$ cat src/rtl/bfp_pkg.sv
// Shared constants, codes and the job descriptor of the flash programmer.
// Used by every module of the block but the queue; depends on nothing.
package bfp_pkg;

    localparam int CHUNK_BYTES_DEF = 16;
    localparam int QUEUE_DEPTH_DEF = 2;

    localparam int CFG_IDX_W  = 2;
    localparam int CFG_DATA_W = 32;

    localparam logic [CFG_IDX_W-1:0] REG_FLASH_BASE  = 2'd0;
    localparam logic [CFG_IDX_W-1:0] REG_SYNC_LIMIT  = 2'd1;
    localparam logic [CFG_IDX_W-1:0] REG_ERASE_LIMIT = 2'd2;
    localparam logic [CFG_IDX_W-1:0] REG_PAD_BYTE    = 2'd3;

    localparam logic [31:0] FLASH_BASE_RST  = 32'h0800_0000;
    localparam logic [4:0]  SYNC_LIMIT_RST  = 5'd5;
    localparam logic [4:0]  ERASE_LIMIT_RST = 5'd20;
    localparam logic [7:0]  PAD_BYTE_RST    = 8'hFF;

    // protocol bytes
    localparam logic [7:0] ACK_BYTE      = 8'h79;
    localparam logic [7:0] SYNC_BYTE     = 8'h7F;
    localparam logic [7:0] ERASE_CMD     = 8'h43;
    localparam logic [7:0] ERASE_CMD_N   = 8'hBC;
    localparam logic [7:0] ERASE_ALL     = 8'hFF;
    localparam logic [7:0] ERASE_ALL_N   = 8'h00;
    localparam logic [7:0] WRITE_CMD     = 8'h31;
    localparam logic [7:0] WRITE_CMD_N   = 8'hCE;

    // request kinds on the input channel
    localparam logic [2:0] REQ_SYNC    = 3'd0;
    localparam logic [2:0] REQ_ERASE   = 3'd1;
    localparam logic [2:0] REQ_IMAGE   = 3'd2;
    localparam logic [2:0] REQ_RX      = 3'd3;
    localparam logic [2:0] REQ_TIMEOUT = 3'd4;

    // outcome codes
    localparam logic [2:0] ST_BUSY    = 3'd0;
    localparam logic [2:0] ST_SYNCED  = 3'd1;
    localparam logic [2:0] ST_ERASED  = 3'd2;
    localparam logic [2:0] ST_CHUNK   = 3'd3;
    localparam logic [2:0] ST_DONE    = 3'd4;
    localparam logic [2:0] ST_NACK    = 3'd5;
    localparam logic [2:0] ST_RETRY   = 3'd6;
    localparam logic [2:0] ST_REJECT  = 3'd7;

    // what the back end has to send for one accepted item
    typedef enum logic [2:0] {
        JOB_NONE,
        JOB_SYNC,
        JOB_ERASE1,
        JOB_ERASE2,
        JOB_WCMD,
        JOB_WADDR,
        JOB_WDATA
    } job_kind_t;

    typedef struct packed {
        job_kind_t   kind;
        logic [2:0]  status;
        logic        rdy;
        logic [31:0] addr;
        logic [7:0]  pad;
    } job_t;

endpackage

$ cat src/rtl/bootloader_flash_programmer.sv
// Host-side serial bootloader flash programmer: front end, job queue, back end.
// First result path: job queue, then back-end job registers, then the output register.
// The back end sends one result per cycle while m_tready does not stall it, and pops the next
// job only after the last result of the current one; input stalls while a data frame reads the chunk store.
// Reset: aresetn synchronous active low; clears control and restores register defaults,
// the chunk store is not cleared.
module bootloader_flash_programmer #(
    parameter int CHUNK_BYTES = bfp_pkg::CHUNK_BYTES_DEF,
    parameter int QUEUE_DEPTH = bfp_pkg::QUEUE_DEPTH_DEF
) (
    input  logic                           aclk,
    input  logic                           aresetn,
    input  logic                           cfg_wr_en,
    input  logic [bfp_pkg::CFG_IDX_W-1:0]  cfg_wr_index,
    input  logic [bfp_pkg::CFG_DATA_W-1:0] cfg_wr_data,
    input  logic                           s_tvalid,
    output logic                           s_tready,
    input  logic [7:0]                     s_tdata,   // [7:0] data_byte
    input  logic                           s_tlast,   // last_byte
    input  logic [2:0]                     s_tuser,   // [2:0] req_type
    output logic                           m_tvalid,
    input  logic                           m_tready,
    output logic [15:0]                    m_tdata,   // [7:0] tx_byte, [10:8] status,
                                                      // [11] ready_res
    output logic                           m_tlast,   // run_last
    output logic                           m_tuser    // tx_valid
);

    import bfp_pkg::*;

    localparam int IDX_W  = (CHUNK_BYTES > 1) ? $clog2(CHUNK_BYTES) : 1;
    localparam int FILL_W = $clog2(CHUNK_BYTES + 1);
    localparam int JOB_W  = $bits(job_t);
    localparam int Q_W    = JOB_W + FILL_W;

    job_t              fe_job;
    logic [FILL_W-1:0] fe_fill;
    logic              fe_push;
    job_t              be_job;
    logic [FILL_W-1:0] be_fill;
    logic              be_pop;
    logic              q_full;
    logic              q_not_empty;
    logic [Q_W-1:0]    q_push_data;
    logic [Q_W-1:0]    q_pop_data;
    logic              data_done;
    logic              st_we;
    logic [IDX_W-1:0]  st_idx;
    logic [7:0]        st_data;

    assign q_push_data = {fe_fill, fe_job};
    assign be_job      = job_t'(q_pop_data[JOB_W-1:0]);
    assign be_fill     = q_pop_data[Q_W-1 -: FILL_W];

    bfp_front #(
        .CHUNK_BYTES (CHUNK_BYTES)
    ) u_front (
        .aclk         (aclk),
        .aresetn      (aresetn),
        .cfg_wr_en    (cfg_wr_en),
        .cfg_wr_index (cfg_wr_index),
        .cfg_wr_data  (cfg_wr_data),
        .s_tvalid     (s_tvalid),
        .s_tready     (s_tready),
        .s_tdata      (s_tdata),
        .s_tlast      (s_tlast),
        .s_tuser      (s_tuser),
        .job_push     (fe_push),
        .job          (fe_job),
        .job_fill     (fe_fill),
        .queue_full   (q_full),
        .data_done    (data_done),
        .st_we        (st_we),
        .st_idx       (st_idx),
        .st_data      (st_data)
    );

    bfp_queue #(
        .WIDTH (Q_W),
        .DEPTH (QUEUE_DEPTH)
    ) u_queue (
        .aclk      (aclk),
        .aresetn   (aresetn),
        .push      (fe_push),
        .push_data (q_push_data),
        .full      (q_full),
        .pop       (be_pop),
        .pop_data  (q_pop_data),
        .not_empty (q_not_empty)
    );

    bfp_back #(
        .CHUNK_BYTES (CHUNK_BYTES)
    ) u_back (
        .aclk      (aclk),
        .aresetn   (aresetn),
        .job_valid (q_not_empty),
        .job       (be_job),
        .job_fill  (be_fill),
        .job_pop   (be_pop),
        .st_we     (st_we),
        .st_idx    (st_idx),
        .st_data   (st_data),
        .data_done (data_done),
        .m_tvalid  (m_tvalid),
        .m_tready  (m_tready),
        .m_tdata   (m_tdata),
        .m_tlast   (m_tlast),
        .m_tuser   (m_tuser)
    );

endmodule

$ cat src/rtl/bfp_queue.sv
// Short FIFO that carries job descriptors from the front end to the back end.
// Generic width and depth; depends on nothing.
module bfp_queue #(
    parameter int WIDTH = 8,
    parameter int DEPTH = 2,
    localparam int PTR_W = (DEPTH > 1) ? $clog2(DEPTH) : 1,
    localparam int CNT_W = $clog2(DEPTH + 1)
) (
    input  logic             aclk,
    input  logic             aresetn,
    input  logic             push,
    input  logic [WIDTH-1:0] push_data,
    output logic             full,
    input  logic             pop,
    output logic [WIDTH-1:0] pop_data,
    output logic             not_empty
);

    logic [WIDTH-1:0] entry_mem [DEPTH];
    logic [PTR_W-1:0] wr_ptr_reg;
    logic [PTR_W-1:0] rd_ptr_reg;
    logic [CNT_W-1:0] count_reg;

    assign full      = (count_reg == CNT_W'(DEPTH));
    assign not_empty = (count_reg != '0);
    assign pop_data  = entry_mem[rd_ptr_reg];

    always_ff @(posedge aclk) begin
        if (!aresetn) begin
            wr_ptr_reg <= '0;
            rd_ptr_reg <= '0;
            count_reg  <= '0;
        end else begin
            if (push) begin
                wr_ptr_reg <= (wr_ptr_reg == PTR_W'(DEPTH - 1)) ? '0 : wr_ptr_reg + 1'b1;
            end
            if (pop) begin
                rd_ptr_reg <= (rd_ptr_reg == PTR_W'(DEPTH - 1)) ? '0 : rd_ptr_reg + 1'b1;
            end
            if (push && !pop) begin
                count_reg <= count_reg + 1'b1;
            end else if (pop && !push) begin
                count_reg <= count_reg - 1'b1;
            end
        end
    end

    always_ff @(posedge aclk) begin
        if (push) begin
            entry_mem[wr_ptr_reg] <= push_data;
        end
    end

endmodule

$ cat src/rtl/bfp_front.sv
// Front end: configuration registers, protocol sequencer and chunk loading.
// Turns every accepted transaction into one job for the back end; uses bfp_pkg.
module bfp_front #(
    parameter int CHUNK_BYTES = bfp_pkg::CHUNK_BYTES_DEF,
    localparam int IDX_W  = (CHUNK_BYTES > 1) ? $clog2(CHUNK_BYTES) : 1,
    localparam int FILL_W = $clog2(CHUNK_BYTES + 1)
) (
    input  logic                           aclk,
    input  logic                           aresetn,
    input  logic                           cfg_wr_en,
    input  logic [bfp_pkg::CFG_IDX_W-1:0]  cfg_wr_index,
    input  logic [bfp_pkg::CFG_DATA_W-1:0] cfg_wr_data,
    input  logic                           s_tvalid,
    output logic                           s_tready,
    input  logic [7:0]                     s_tdata,
    input  logic                           s_tlast,
    input  logic [2:0]                     s_tuser,
    output logic                           job_push,
    output bfp_pkg::job_t                  job,
    output logic [FILL_W-1:0]              job_fill,
    input  logic                           queue_full,
    input  logic                           data_done,
    output logic                           st_we,
    output logic [IDX_W-1:0]               st_idx,
    output logic [7:0]                     st_data
);

    import bfp_pkg::*;

    typedef enum logic [7:0] {
        PH_IDLE   = 8'b0000_0001,
        PH_SYNC   = 8'b0000_0010,
        PH_ERASE1 = 8'b0000_0100,
        PH_ERASE2 = 8'b0000_1000,
        PH_LOAD   = 8'b0001_0000,
        PH_WCMD   = 8'b0010_0000,
        PH_WADDR  = 8'b0100_0000,
        PH_WDATA  = 8'b1000_0000
    } phase_t;

    localparam logic [FILL_W-1:0] FILL_FULL = FILL_W'(CHUNK_BYTES);

    phase_t            phase_reg, phase_next;
    logic [4:0]        retry_reg, retry_next;
    logic [FILL_W-1:0] fill_reg, fill_next;
    logic [31:0]       addr_reg, addr_next;
    logic              final_reg, final_next;
    logic [7:0]        pad_reg, pad_next;
    logic              data_pend_reg;

    logic [31:0]       flash_base_reg;
    logic [4:0]        sync_limit_reg;
    logic [4:0]        erase_limit_reg;
    logic [7:0]        pad_cfg_reg;

    logic              accept;
    logic              waiting;
    logic              ack;
    logic [FILL_W-1:0] fill_after;
    logic [5:0]        retry_inc;

    // no new transaction while the queue is full or a data frame still reads the chunk store
    assign s_tready = !queue_full && !data_pend_reg;
    assign accept   = s_tvalid && s_tready;
    assign job_push = accept;

    always_comb begin
        phase_next = phase_reg;
        retry_next = retry_reg;
        fill_next  = fill_reg;
        addr_next  = addr_reg;
        final_next = final_reg;
        pad_next   = pad_reg;
        job.kind   = JOB_NONE;
        job.status = ST_REJECT;
        job.addr   = addr_reg;
        job.pad    = pad_reg;
        job.rdy    = 1'b0;
        job_fill   = fill_reg;
        st_we      = 1'b0;
        st_idx     = fill_reg[IDX_W-1:0];
        st_data    = s_tdata;
        fill_after = fill_reg;
        waiting    = !(phase_reg == PH_IDLE || phase_reg == PH_LOAD);
        ack        = (s_tuser == REQ_RX) && (s_tdata == ACK_BYTE);
        retry_inc  = {1'b0, retry_reg} + 6'd1;

        unique case (s_tuser) inside
            REQ_SYNC, REQ_ERASE: begin
                if (!waiting) begin
                    fill_next  = '0;
                    final_next = 1'b0;
                    job.status = ST_BUSY;
                    if (s_tuser == REQ_SYNC) begin
                        retry_next = 5'd1;
                        phase_next = PH_SYNC;
                        job.kind   = JOB_SYNC;
                    end else begin
                        phase_next = PH_ERASE1;
                        job.kind   = JOB_ERASE1;
                    end
                end
            end
            REQ_IMAGE: begin
                if (phase_reg == PH_LOAD) begin
                    if (fill_reg < FILL_FULL) begin
                        st_we      = accept;
                        fill_after = fill_reg + 1'b1;
                    end
                    fill_next  = fill_after;
                    job.status = ST_BUSY;
                    if (fill_after == FILL_FULL || s_tlast) begin
                        if (s_tlast) begin
                            final_next = 1'b1;
                            pad_next   = pad_cfg_reg;
                        end
                        phase_next = PH_WCMD;
                        job.kind   = JOB_WCMD;
                    end
                end
            end
            REQ_RX, REQ_TIMEOUT: begin
                if (waiting) begin
                    unique case (phase_reg)
                        PH_SYNC: begin
                            if (ack) begin
                                phase_next = PH_IDLE;
                                job.status = ST_SYNCED;
                            end else if (retry_reg >= sync_limit_reg) begin
                                phase_next = PH_IDLE;
                                fill_next  = '0;
                                final_next = 1'b0;
                                job.status = ST_RETRY;
                            end else begin
                                retry_next = retry_inc[4:0];
                                job.kind   = JOB_SYNC;
                                job.status = ST_BUSY;
                            end
                        end
                        PH_ERASE1: begin
                            if (ack) begin
                                retry_next = '0;
                                phase_next = PH_ERASE2;
                                job.kind   = JOB_ERASE2;
                                job.status = ST_BUSY;
                            end else begin
                                phase_next = PH_IDLE;
                                fill_next  = '0;
                                final_next = 1'b0;
                                job.status = ST_NACK;
                            end
                        end
                        PH_ERASE2: begin
                            if (ack) begin
                                addr_next  = flash_base_reg;
                                fill_next  = '0;
                                final_next = 1'b0;
                                phase_next = PH_LOAD;
                                job.status = ST_ERASED;
                            end else begin
                                retry_next = retry_inc[4:0];
                                if (retry_inc >= {1'b0, erase_limit_reg}) begin
                                    phase_next = PH_IDLE;
                                    fill_next  = '0;
                                    final_next = 1'b0;
                                    job.status = ST_RETRY;
                                end else begin
                                    job.status = ST_BUSY;
                                end
                            end
                        end
                        PH_WCMD, PH_WADDR, PH_WDATA: begin
                            if (!ack) begin
                                phase_next = PH_IDLE;
                                fill_next  = '0;
                                final_next = 1'b0;
                                job.status = ST_NACK;
                            end else if (phase_reg == PH_WCMD) begin
                                phase_next = PH_WADDR;
                                job.kind   = JOB_WADDR;
                                job.status = ST_BUSY;
                            end else if (phase_reg == PH_WADDR) begin
                                phase_next = PH_WDATA;
                                job.kind   = JOB_WDATA;
                                job.status = ST_BUSY;
                            end else begin
                                addr_next = addr_reg + 32'(CHUNK_BYTES);
                                fill_next = '0;
                                if (final_reg) begin
                                    final_next = 1'b0;
                                    phase_next = PH_IDLE;
                                    job.status = ST_DONE;
                                end else begin
                                    phase_next = PH_LOAD;
                                    job.status = ST_CHUNK;
                                end
                            end
                        end
                        default: begin
                        end
                    endcase
                end
            end
            default: begin
            end
        endcase

        job.rdy = (phase_next == PH_IDLE) || (phase_next == PH_LOAD);
    end

    always_ff @(posedge aclk) begin
        if (!aresetn) begin
            phase_reg     <= PH_IDLE;
            retry_reg     <= '0;
            fill_reg      <= '0;
            final_reg     <= 1'b0;
            data_pend_reg <= 1'b0;
        end else begin
            if (accept) begin
                phase_reg <= phase_next;
                retry_reg <= retry_next;
                fill_reg  <= fill_next;
                final_reg <= final_next;
            end
            if (data_done) begin
                data_pend_reg <= 1'b0;
            end else if (accept && job.kind == JOB_WDATA) begin
                data_pend_reg <= 1'b1;
            end
        end
    end

    always_ff @(posedge aclk) begin
        if (accept) begin
            addr_reg <= addr_next;
            pad_reg  <= pad_next;
        end
    end

    always_ff @(posedge aclk) begin
        if (!aresetn) begin
            flash_base_reg  <= FLASH_BASE_RST;
            sync_limit_reg  <= SYNC_LIMIT_RST;
            erase_limit_reg <= ERASE_LIMIT_RST;
            pad_cfg_reg     <= PAD_BYTE_RST;
        end else if (cfg_wr_en) begin
            unique case (cfg_wr_index)
                REG_FLASH_BASE:  flash_base_reg  <= cfg_wr_data[31:0];
                REG_SYNC_LIMIT:  sync_limit_reg  <= cfg_wr_data[4:0];
                REG_ERASE_LIMIT: erase_limit_reg <= cfg_wr_data[4:0];
                REG_PAD_BYTE:    pad_cfg_reg     <= cfg_wr_data[7:0];
            endcase
        end
    end

endmodule

$ cat src/rtl/bfp_back.sv
// Back end: holds the chunk store and plays out each job byte by byte
// into the output register, with running XOR checksums; uses bfp_pkg.
module bfp_back #(
    parameter int CHUNK_BYTES = bfp_pkg::CHUNK_BYTES_DEF,
    localparam int IDX_W     = (CHUNK_BYTES > 1) ? $clog2(CHUNK_BYTES) : 1,
    localparam int FILL_W    = $clog2(CHUNK_BYTES + 1),
    localparam int FRAME_MAX = (CHUNK_BYTES + 2 > 5) ? CHUNK_BYTES + 2 : 5,
    localparam int CNT_W     = $clog2(FRAME_MAX)
) (
    input  logic              aclk,
    input  logic              aresetn,
    input  logic              job_valid,
    input  bfp_pkg::job_t     job,
    input  logic [FILL_W-1:0] job_fill,
    output logic              job_pop,
    input  logic              st_we,
    input  logic [IDX_W-1:0]  st_idx,
    input  logic [7:0]        st_data,
    output logic              data_done,
    output logic              m_tvalid,
    input  logic              m_tready,
    output logic [15:0]       m_tdata,   // [7:0] tx_byte, [10:8] status, [11] ready_res
    output logic              m_tlast,   // run_last
    output logic              m_tuser    // tx_valid
);

    import bfp_pkg::*;

    localparam int MEM_DEPTH = 1 << IDX_W;
    localparam int CMP_W     = (CNT_W > FILL_W) ? CNT_W : FILL_W;
    localparam logic [7:0]       LEN_BYTE   = 8'(CHUNK_BYTES - 1);
    localparam logic [CNT_W-1:0] LAST_WDATA = CNT_W'(CHUNK_BYTES + 1);

    logic [7:0]        store_mem [MEM_DEPTH];
    logic [7:0]        rd_data_reg;

    logic              busy_reg;
    job_kind_t         kind_reg;
    logic [2:0]        status_reg;
    logic              rdy_reg;
    logic [31:0]       addr_reg;
    logic [7:0]        pad_reg;
    logic [FILL_W-1:0] fill_reg;
    logic [CNT_W-1:0]  cnt_reg, cnt_next;
    logic [7:0]        xor_reg;

    logic              m_tvalid_reg;
    logic [7:0]        m_byte_reg;
    logic [2:0]        m_status_reg;
    logic              m_rdy_reg;
    logic              m_last_reg;
    logic              m_txv_reg;

    logic              out_free;
    logic              emit;
    logic              is_last;
    logic [CNT_W-1:0]  last_idx;
    logic [7:0]        tx_byte_c;
    logic              tx_valid_c;
    logic [CNT_W-1:0]  rd_idx_full;
    logic [IDX_W-1:0]  rd_idx;

    assign out_free = !m_tvalid_reg || m_tready;
    assign job_pop  = !busy_reg && job_valid;
    assign emit     = busy_reg && out_free;

    always_comb begin
        unique case (kind_reg)
            JOB_ERASE1, JOB_ERASE2, JOB_WCMD: last_idx = CNT_W'(1);
            JOB_WADDR:                        last_idx = CNT_W'(4);
            JOB_WDATA:                        last_idx = LAST_WDATA;
            default:                          last_idx = '0;
        endcase
    end

    assign is_last = (cnt_reg == last_idx);

    always_comb begin
        tx_valid_c = 1'b1;
        tx_byte_c  = '0;
        unique case (kind_reg)
            JOB_SYNC:   tx_byte_c = SYNC_BYTE;
            JOB_ERASE1: tx_byte_c = (cnt_reg == '0) ? ERASE_CMD : ERASE_CMD_N;
            JOB_ERASE2: tx_byte_c = (cnt_reg == '0) ? ERASE_ALL : ERASE_ALL_N;
            JOB_WCMD:   tx_byte_c = (cnt_reg == '0) ? WRITE_CMD : WRITE_CMD_N;
            JOB_WADDR: begin
                // address goes out most significant byte first
                if (cnt_reg == CNT_W'(0)) begin
                    tx_byte_c = addr_reg[31:24];
                end else if (cnt_reg == CNT_W'(1)) begin
                    tx_byte_c = addr_reg[23:16];
                end else if (cnt_reg == CNT_W'(2)) begin
                    tx_byte_c = addr_reg[15:8];
                end else if (cnt_reg == CNT_W'(3)) begin
                    tx_byte_c = addr_reg[7:0];
                end else begin
                    tx_byte_c = xor_reg;
                end
            end
            JOB_WDATA: begin
                if (cnt_reg == '0) begin
                    tx_byte_c = LEN_BYTE;
                end else if (is_last) begin
                    tx_byte_c = xor_reg;
                end else if (CMP_W'(cnt_reg) <= CMP_W'(fill_reg)) begin
                    tx_byte_c = rd_data_reg;
                end else begin
                    tx_byte_c = pad_reg;   // tail of a short final chunk
                end
            end
            default: tx_valid_c = 1'b0;
        endcase
    end

    always_comb begin
        if (job_pop) begin
            cnt_next = '0;
        end else if (emit && !is_last) begin
            cnt_next = cnt_reg + 1'b1;
        end else begin
            cnt_next = cnt_reg;
        end
    end

    // read one byte ahead so rd_data_reg matches the data byte at cnt_reg
    assign rd_idx_full = cnt_next - CNT_W'(1);
    assign rd_idx      = rd_idx_full[IDX_W-1:0];

    always_ff @(posedge aclk) begin
        if (st_we) begin
            store_mem[st_idx] <= st_data;
        end
        rd_data_reg <= store_mem[rd_idx];
    end

    always_ff @(posedge aclk) begin
        if (!aresetn) begin
            busy_reg     <= 1'b0;
            kind_reg     <= JOB_NONE;
            cnt_reg      <= '0;
            m_tvalid_reg <= 1'b0;
        end else begin
            cnt_reg <= cnt_next;
            if (job_pop) begin
                busy_reg <= 1'b1;
                kind_reg <= job.kind;
            end else if (emit && is_last) begin
                busy_reg <= 1'b0;
            end
            if (emit) begin
                m_tvalid_reg <= 1'b1;
            end else if (m_tready) begin
                m_tvalid_reg <= 1'b0;
            end
        end
    end

    always_ff @(posedge aclk) begin
        if (job_pop) begin
            status_reg <= job.status;
            rdy_reg    <= job.rdy;
            addr_reg   <= job.addr;
            pad_reg    <= job.pad;
            fill_reg   <= job_fill;
            xor_reg    <= '0;
        end else if (emit) begin
            xor_reg <= xor_reg ^ tx_byte_c;
        end
        if (emit) begin
            m_byte_reg   <= tx_byte_c;
            m_status_reg <= status_reg;
            m_rdy_reg    <= rdy_reg;
            m_last_reg   <= is_last;
            m_txv_reg    <= tx_valid_c;
        end
    end

    assign data_done = emit && is_last && (kind_reg == JOB_WDATA);

    assign m_tvalid = m_tvalid_reg;
    assign m_tdata  = {4'b0000, m_rdy_reg, m_status_reg, m_byte_reg};
    assign m_tlast  = m_last_reg;
    assign m_tuser  = m_txv_reg;

endmodule

$ cat config.mk
export PLATFORM = sky130hd
export DESIGN_NAME = bootloader_flash_programmer
export DESIGN_NICKNAME = d
export VERILOG_FILES = /design/src/rtl/bfp_pkg.sv /design/src/rtl/bootloader_flash_programmer.sv /design/src/rtl/bfp_queue.sv /design/src/rtl/bfp_front.sv /design/src/rtl/bfp_back.sv
export SDC_FILE = /design/constraint.sdc
export NUM_CORES = 1
export LEC_CHECK = 0
export BUFFER_PORTS_ARGS = -buffer_cell sky130_fd_sc_hd__buf_2
export CAP_MARGIN = 20
export CORE_MARGIN = 3
export CORE_UTILIZATION = 56
export DETAILED_ROUTE_END_ITERATION = 6
export PLACE_DENSITY_LB_ADDON = 0.08
export SLEW_MARGIN = 20
export SYNTH_ARGS = -nofsm -noshare
export SYNTH_HDL_FRONTEND = slang
export SYNTH_HIERARCHICAL = 1
export SYNTH_SLANG_ARGS = --single-unit
$ cat constraint.sdc
create_clock -name aclk -period 4.9 [get_ports aclk]
set_clock_uncertainty 0.05 [all_clocks]
set_input_delay 0 -clock aclk [delete_from_list [all_inputs] [get_ports aclk]]
set_output_delay 0 -clock aclk [all_outputs]
set_load 0.03 [all_outputs]
After elaboration in Yosys (flattened, before gate mapping)
Memory sizes are Yosys's and may differ from the RTL's. A register that Yosys moved wholly into a read port is not among the register bits.
Cells that the tools add are included.
- reduce and logical (&&, ||, !) cells: 47
- multiplexer cells: 115
- equal/unequal tests: 52
- $lt $le $gt $ge: 4
- add/subtract/negate cells: 9
- bitwise gates (word level): 3
- operators by type and width (operator ; count):
    2-to-1 mux 8 bit ; 21
    2-to-1 mux 32 bit ; 4
    2-to-1 mux 5 bit ; 24
    case mux 32 bit (2 select lines) ; 1
    case mux 8 bit (6 select lines) ; 1
    case mux 5 bit (3 select lines) ; 3
    2-to-1 mux 3 bit ; 12
    adder 32 x 5 -> 32 bit, second input constant ; 1
    case mux 8 bit (4 select lines) ; 1
    2-to-1 mux 1 bit ; 31
    2-to-1 mux 6 bit ; 4
    case mux 8 bit (3 select lines) ; 1
    case mux 5 bit (4 select lines) ; 1
    case mux 6 bit (3 select lines) ; 1
    equality test 8 x 1 -> 1 bit, second input constant ; 2
    equality test 8 x 5 -> 1 bit, second input constant ; 2
    equality test 8 x 7 -> 1 bit, second input constant ; 2
    equality test 3 bit, second input constant ; 5
    AND reduction 14 bit ; 1
    equality test 3 x 2 -> 1 bit, second input constant ; 4
    != test 2 bit, second input constant ; 6
    != test 3 bit, second input constant ; 4
    case mux 3 bit (4 select lines) ; 1
    AND reduction 12 bit ; 1
    other kinds (50) ; 96
- bits in registers: 195
- bits in writable memories: 232
- word-level logic and storage cells: 261
- memories: 2
- memory list (memory ; words ; bits a word ; rd ports ; clocked after memory_dff ; wr ports ; RTL line ; RTL):
    u_back.store_mem ; 16 ; 8 ; 1 ; 1 ; 1 ; bfp_back.sv:34 ; logic [7:0] store_mem [MEM_DEPTH];
    u_queue.entry_mem ; 2 ; 52 ; 1 ; 1 ; 1 ; bfp_queue.sv:19 ; logic [WIDTH-1:0] entry_mem [DEPTH];

Longest topological paths before layout
- depth in word-level cells: 11
- gate-level depth with buffers: 15
- mapped depth without buffers: 11

Cells and area by module
Netlist, hierarchy kept.
- by module, submodules not included (module ; cells each ; seq. area each (um2) ; instances ; area each (um2)):
    bfp_back ; 755 ; 6256.0 ; 1 ; 9574.2
    bfp_front ; 698 ; 2602.5 ; 1 ; 5918.2
    bfp_queue ; 184 ; 3223.1 ; 1 ; 3991.3

Worst setup path before layout
No wires, ideal clock.
- kind: register to register
- start point: register u_queue.count_reg[0]
- end point: register u_front.addr_reg[0], enable pin
- stages on the path, launching flop included: 9
- path buffers: 1
- arrival time: 5.075 ns
- library setup time: 0.333 ns
- path slack: -0.558 ns
- period minus slack after synthesis: 5.458 ns
- path through: dfxtp_1 > and2b_2 > nor2_1 > nand2_1 > inv_1 > clkbuf_1 > nand2_1 > nor4_1 > nor2b_1
- word-level cells in the longest chain between the ends: 5
- RTL lines (what ; RTL line ; RTL):
    start: declaration ; bfp_queue.sv:22 ; logic [CNT_W-1:0] count_reg;
    start signal: assignment ; bfp_queue.sv:41 ; count_reg <= count_reg + 1'b1;
    start signal: assignment ; bfp_queue.sv:43 ; count_reg <= count_reg - 1'b1;
    equality test 2 bit ; bfp_queue.sv:24 ; assign full = (count_reg == CNT_W'(DEPTH));
    net q_full ; bootloader_flash_programmer.sv:42 ; logic q_full;
    zero test 1 bit ; bfp_front.sv:63 ; assign s_tready = !queue_full && !data_pend_reg;
    logical AND 1 bit ; bfp_front.sv:63 ;
    net s_tready ; bootloader_flash_programmer.sv:17 ; output logic s_tready,
    logical AND 1 bit ; bfp_front.sv:64 ; assign accept = s_tvalid && s_tready;
    net fe_push ; bootloader_flash_programmer.sv:38 ; logic fe_push;
    AND reduction 8 bit (no source line) ; -- ;
    end signal: assignment ; bfp_front.sv:235 ; addr_reg <= addr_next;
    end: declaration ; bfp_front.sv:46 ; logic [31:0] addr_reg, addr_next;
The timed path passes the listed nets, and every way through them passes these cells.
A chain may end at the register's enable or synchronous reset.

Worst setup path after layout
- start point: register u_back.kind_reg[1]
- end point: register u_back.rd_data_reg[1] (read register of u_back.store_mem)
- word-level cells in the longest chain between the ends: 9
- RTL lines (what ; RTL line ; RTL):
    start: declaration ; bfp_back.sv:38 ; job_kind_t kind_reg;
    start signal: assignment ; bfp_back.sv:146 ; kind_reg <= job.kind;
    equality test 3 x 2 -> 1 bit / equality test 3 bit (equally long branches) ; bfp_back.sv:68 ; unique case (kind_reg)
    OR reduction 3 bit ; bfp_back.sv:68 ;
    case mux 5 bit (3 select lines) (*) ; bfp_back.sv:68 ;
    equality test 5 bit (*) ; bfp_back.sv:76 ; assign is_last = (cnt_reg == last_idx);
    zero test 1 bit (*) ; bfp_back.sv:118 ; end else if (emit && !is_last) begin
    logical AND 1 bit (*) ; bfp_back.sv:118 ;
    2-to-1 mux 5 bit (*) ; bfp_back.sv:118 ;
    2-to-1 mux 5 bit (*) ; bfp_back.sv:116 ; if (job_pop) begin
    subtractor 4 x 1 -> 4 bit (*) ; bfp_back.sv:126 ; assign rd_idx_full = cnt_next - CNT_W'(1);
    end: declaration ; bfp_back.sv:35 ; logic [7:0] rd_data_reg;
Mark *: on every way between the ends. The rest lies on a longest branch, timed or not.

==> flow_summary.yaml <==
run_status:
  status: "completed"
synthesis:
  synth_cells: 1637
  synth-async-reset-ratio_pct: 0
  yosysWarnings: 6
  synth.area.top_cells: "edfxtp_1, dfxtp_1, nand2_1, mux2_2, a21oi_1"
  synth_area_um2: 19500
  ys_seq_area_share_pct: 62.0
  syn_avg_cell_area_um2: 11.9
  yosys.area.top_type: "edfxtp_1"
  synth-edff-count: 335
  yosysUniqueCellTypes: 98
  synth-main-ff-cell: "edfxtp_1"
  ys_ff_latch: 436
  yosysTopAreaCellShare_pct: 51.6
global_route:
  grt_max_degree: 62
  grtUsageTotal_pct: 27.0
  grt_pass1_vias: 12900
  grt_pass1_wl_mm: 75.8
  overflow: 0
  antenna_found_initial: 0
timing:
  slew-limit-headroom_pct: 34.0
  period_needed_ps: 3930
  setup_slack_ps: 971
  hold_violations: 0
  post-route-period-util_pct: 80.2
  tns_ps: 0
  finalMaxSlewViolations: 0
  rsz0062_at_grt: "false"
  max_freq_mhz: 254
  worst_slew_pin_slew_ps: 989
  setup_viol: 0
cts:
  htree_levels: 2
  cts_tree: "built"
  clock_path_buffers: 3
  cts.repair_timing.setup_buffer_count: 0
  cts_sinks: 436
  hold_buffers: 86
  cts-root-buf: "clkbuf_16"
  cts_resized: 0
  numCtsBuffers: 45
  clkTransAtPathRegs_ps: 60
  insertion_delay_ps: 570
cells_and_area:
  final_util_pct: 65.8
  regMostFlops: "u_back/store_mem"
  layout_common_cells: "edfxtp_1, nand2_1, a21oi_1, nor2_1, dfxtp_1"
  syn_to_final_growth_pct: 14.6
  largest_reg_flops: 128
  fillerInstances: 2554
  final_common_cell: "edfxtp_1"
  finalNetCount: 1836
  drive_above_1_share_pct: 15.5
  reg_top3: "u_back/store_mem: 128 flops, u_queue/entry_mem: 104 flops"
  fin_cells: 2247
  final_cell_area_um2: 22300
flow_run:
  maxCapViolCount: 0
place:
  dpl.hpwl_mm: 32.9
  placed_cell_area_um2: 20100
  port_buffers: 66
  gp_congestion: 0.965
  dp_slack_ps: 1060
  dp.cells: 2077
pwr:
  leakage_nw: 7.82
  cellPowerDensity_nw_per_um2: 452
  ir_worst_vdd_uv: 300
floorplan:
  die_x_um: 193
  die_y_um: 193
  core-area_um2: 34000
  start_util_pct: 57.4
  pin_count: 71
  core.rowCount: 67
  dieArea_um2: 37100
setup_path:
  critPathKind: "reg2reg"
  crit_slowest_cell: "dfxtp_1"
  arrival_ps: 4320
  regToRegStartpoint: "u_back/kind_reg[1]"
  start_kind: "flip-flop"
  cp_cell_sequence: "inv_1 > o41ai_4 > a211o_2 > inv_4 > o211a_4 > or2_1 > buf_4 > a22o_1 > o22ai_1 > a21oi_1 > or4_1"
  reg2regPathDepth: 11
  crit_fanout: 23
  setup.worst_path.start: "u_back/kind_reg[1]"
  cpPeakStageDelay_ps: 670
  crit_path_end: "u_back/rd_data_reg[1]"
  crit_path_end_kind: "flip-flop"
  r2r_setup_slack_ps: 970
  r2r_end: "u_back/rd_data_reg[1]"
  cp.required_ps: 5290
detailed_routing:
  ant_nets: 0
  routedWlPerCell_um: 22.0
  num_vias: 13600
  firstDrtPassIters: 5
  routed_via_density: 6.04
  drt_iter0_drc: 1088
  drc: 0
  totalWireLength_mm: 49.4
min_path:
  holdCritStartpoint: "cfg_wr_data[5]"
  hold_path_class: "in2reg"
-- layout make-up --
class	instances	area [um^2]	area share (%)
antenna	1	2.50	0.0112
clock buffer	58	1200	5.40
clock inverter	25	189	0.846
inverter	39	149	0.667
multi-input combinational	1063	6760	30.3
sequential	436	12100	54.1
tap	448	561	2.51
timing repair buffer	177	1380	6.18
-- report_power, final --
part / total, mW / switching, mW / internal, mW
Combinational: 2.07 / 1.36 / 0.709
Sequential: 4.81 / 0.245 / 4.56
Clock: 3.21 / 1.40 / 1.81
-- worst min-delay path by stage --
stage,to,cells after the start
after global routing,u_front/flash_base_reg[6],4
after floorplan,u_queue/wr_ptr_reg,1
after detailed placement,u_front/flash_base_reg[27],3
after CTS,u_front/flash_base_reg[5],4
after global placement,u_front/flash_base_reg[27],3
final,u_front/flash_base_reg[5],4
-- worst max-delay path, delay by kind of cell, from the launching register on --
family / cells / cell delay, ps
buffers and inverters: 3 / 730
AO/OA/AOI/OAI: 6 / 1550
flip-flops: 1 / 670
AND/OR/NAND/NOR: 2 / 760
-- cell usage after synthesis (6+ instances only) --
library cell    n
a211oi_1       25
xnor2_1        23
nor3_1         38
and4_1          7
dfxtp_1       101
o22ai_1         9
o21ai_0        74
ha_1           23
buf_6           9
buf_2          12
or3_1          12
mux2i_1        34
clkbuf_1       58
o211ai_1        7
inv_1          35
or2_2          11
nor4_1          7
nor2_1        102
nand2_1       211
o31ai_1        10
nand3b_1        6
buf_4          21
nand3_1        52
a21boi_0        6
a31oi_1        15
a22o_1          7
mux2_2         57
o21a_1          9
and3_1         19
nor2b_1         7
nand4_1        16
nand2b_1        7
a21o_1          6
and2_1         16
a21oi_1       106
edfxtp_1      335
a22oi_1        14
xor2_1         21
-- cells by family (layout without fill, tap and decap cells) --
group,count (synthesis),count (layout),share of synthesized area (%)
AO/OA/AOI/OAI,353,353,12.2
XOR/XNOR,44,44,1.98
adder cells (fa/ha/maj),23,23,1.48
buffers and inverters,141,299,3.56
flip-flops,436,436,62.0
multiplexers,92,92,5.12
other,1,5,0.0192
AND/OR/NAND/NOR,547,547,13.7
-- metal layers --
| layer | vias to the layer above | share of wire (%) | track usage, % |
|---|---|---|---|
| met5 | - | 0 | 0 |
| met4 | 0 | 3.1 | 8.57 |
| met3 | 99 | 7.9 | 6.18 |
| met2 | 548 | 44 | 40.1 |
| met1 | 6602 | 45 | 39.7 |
| li1 | 6322 | - | - |
-- through the flow --
step | total power, mW | hold WS (ps)
final | 10.1 | 189
after global routing | 10.5 | 202
after CTS | 10.1 | 162
after detailed placement | 6.87 | 165
after global placement | 6.87 | 161
after floorplan | 6.30 | 67.5
No activity file was read; power rests on OpenSTA's default activity.
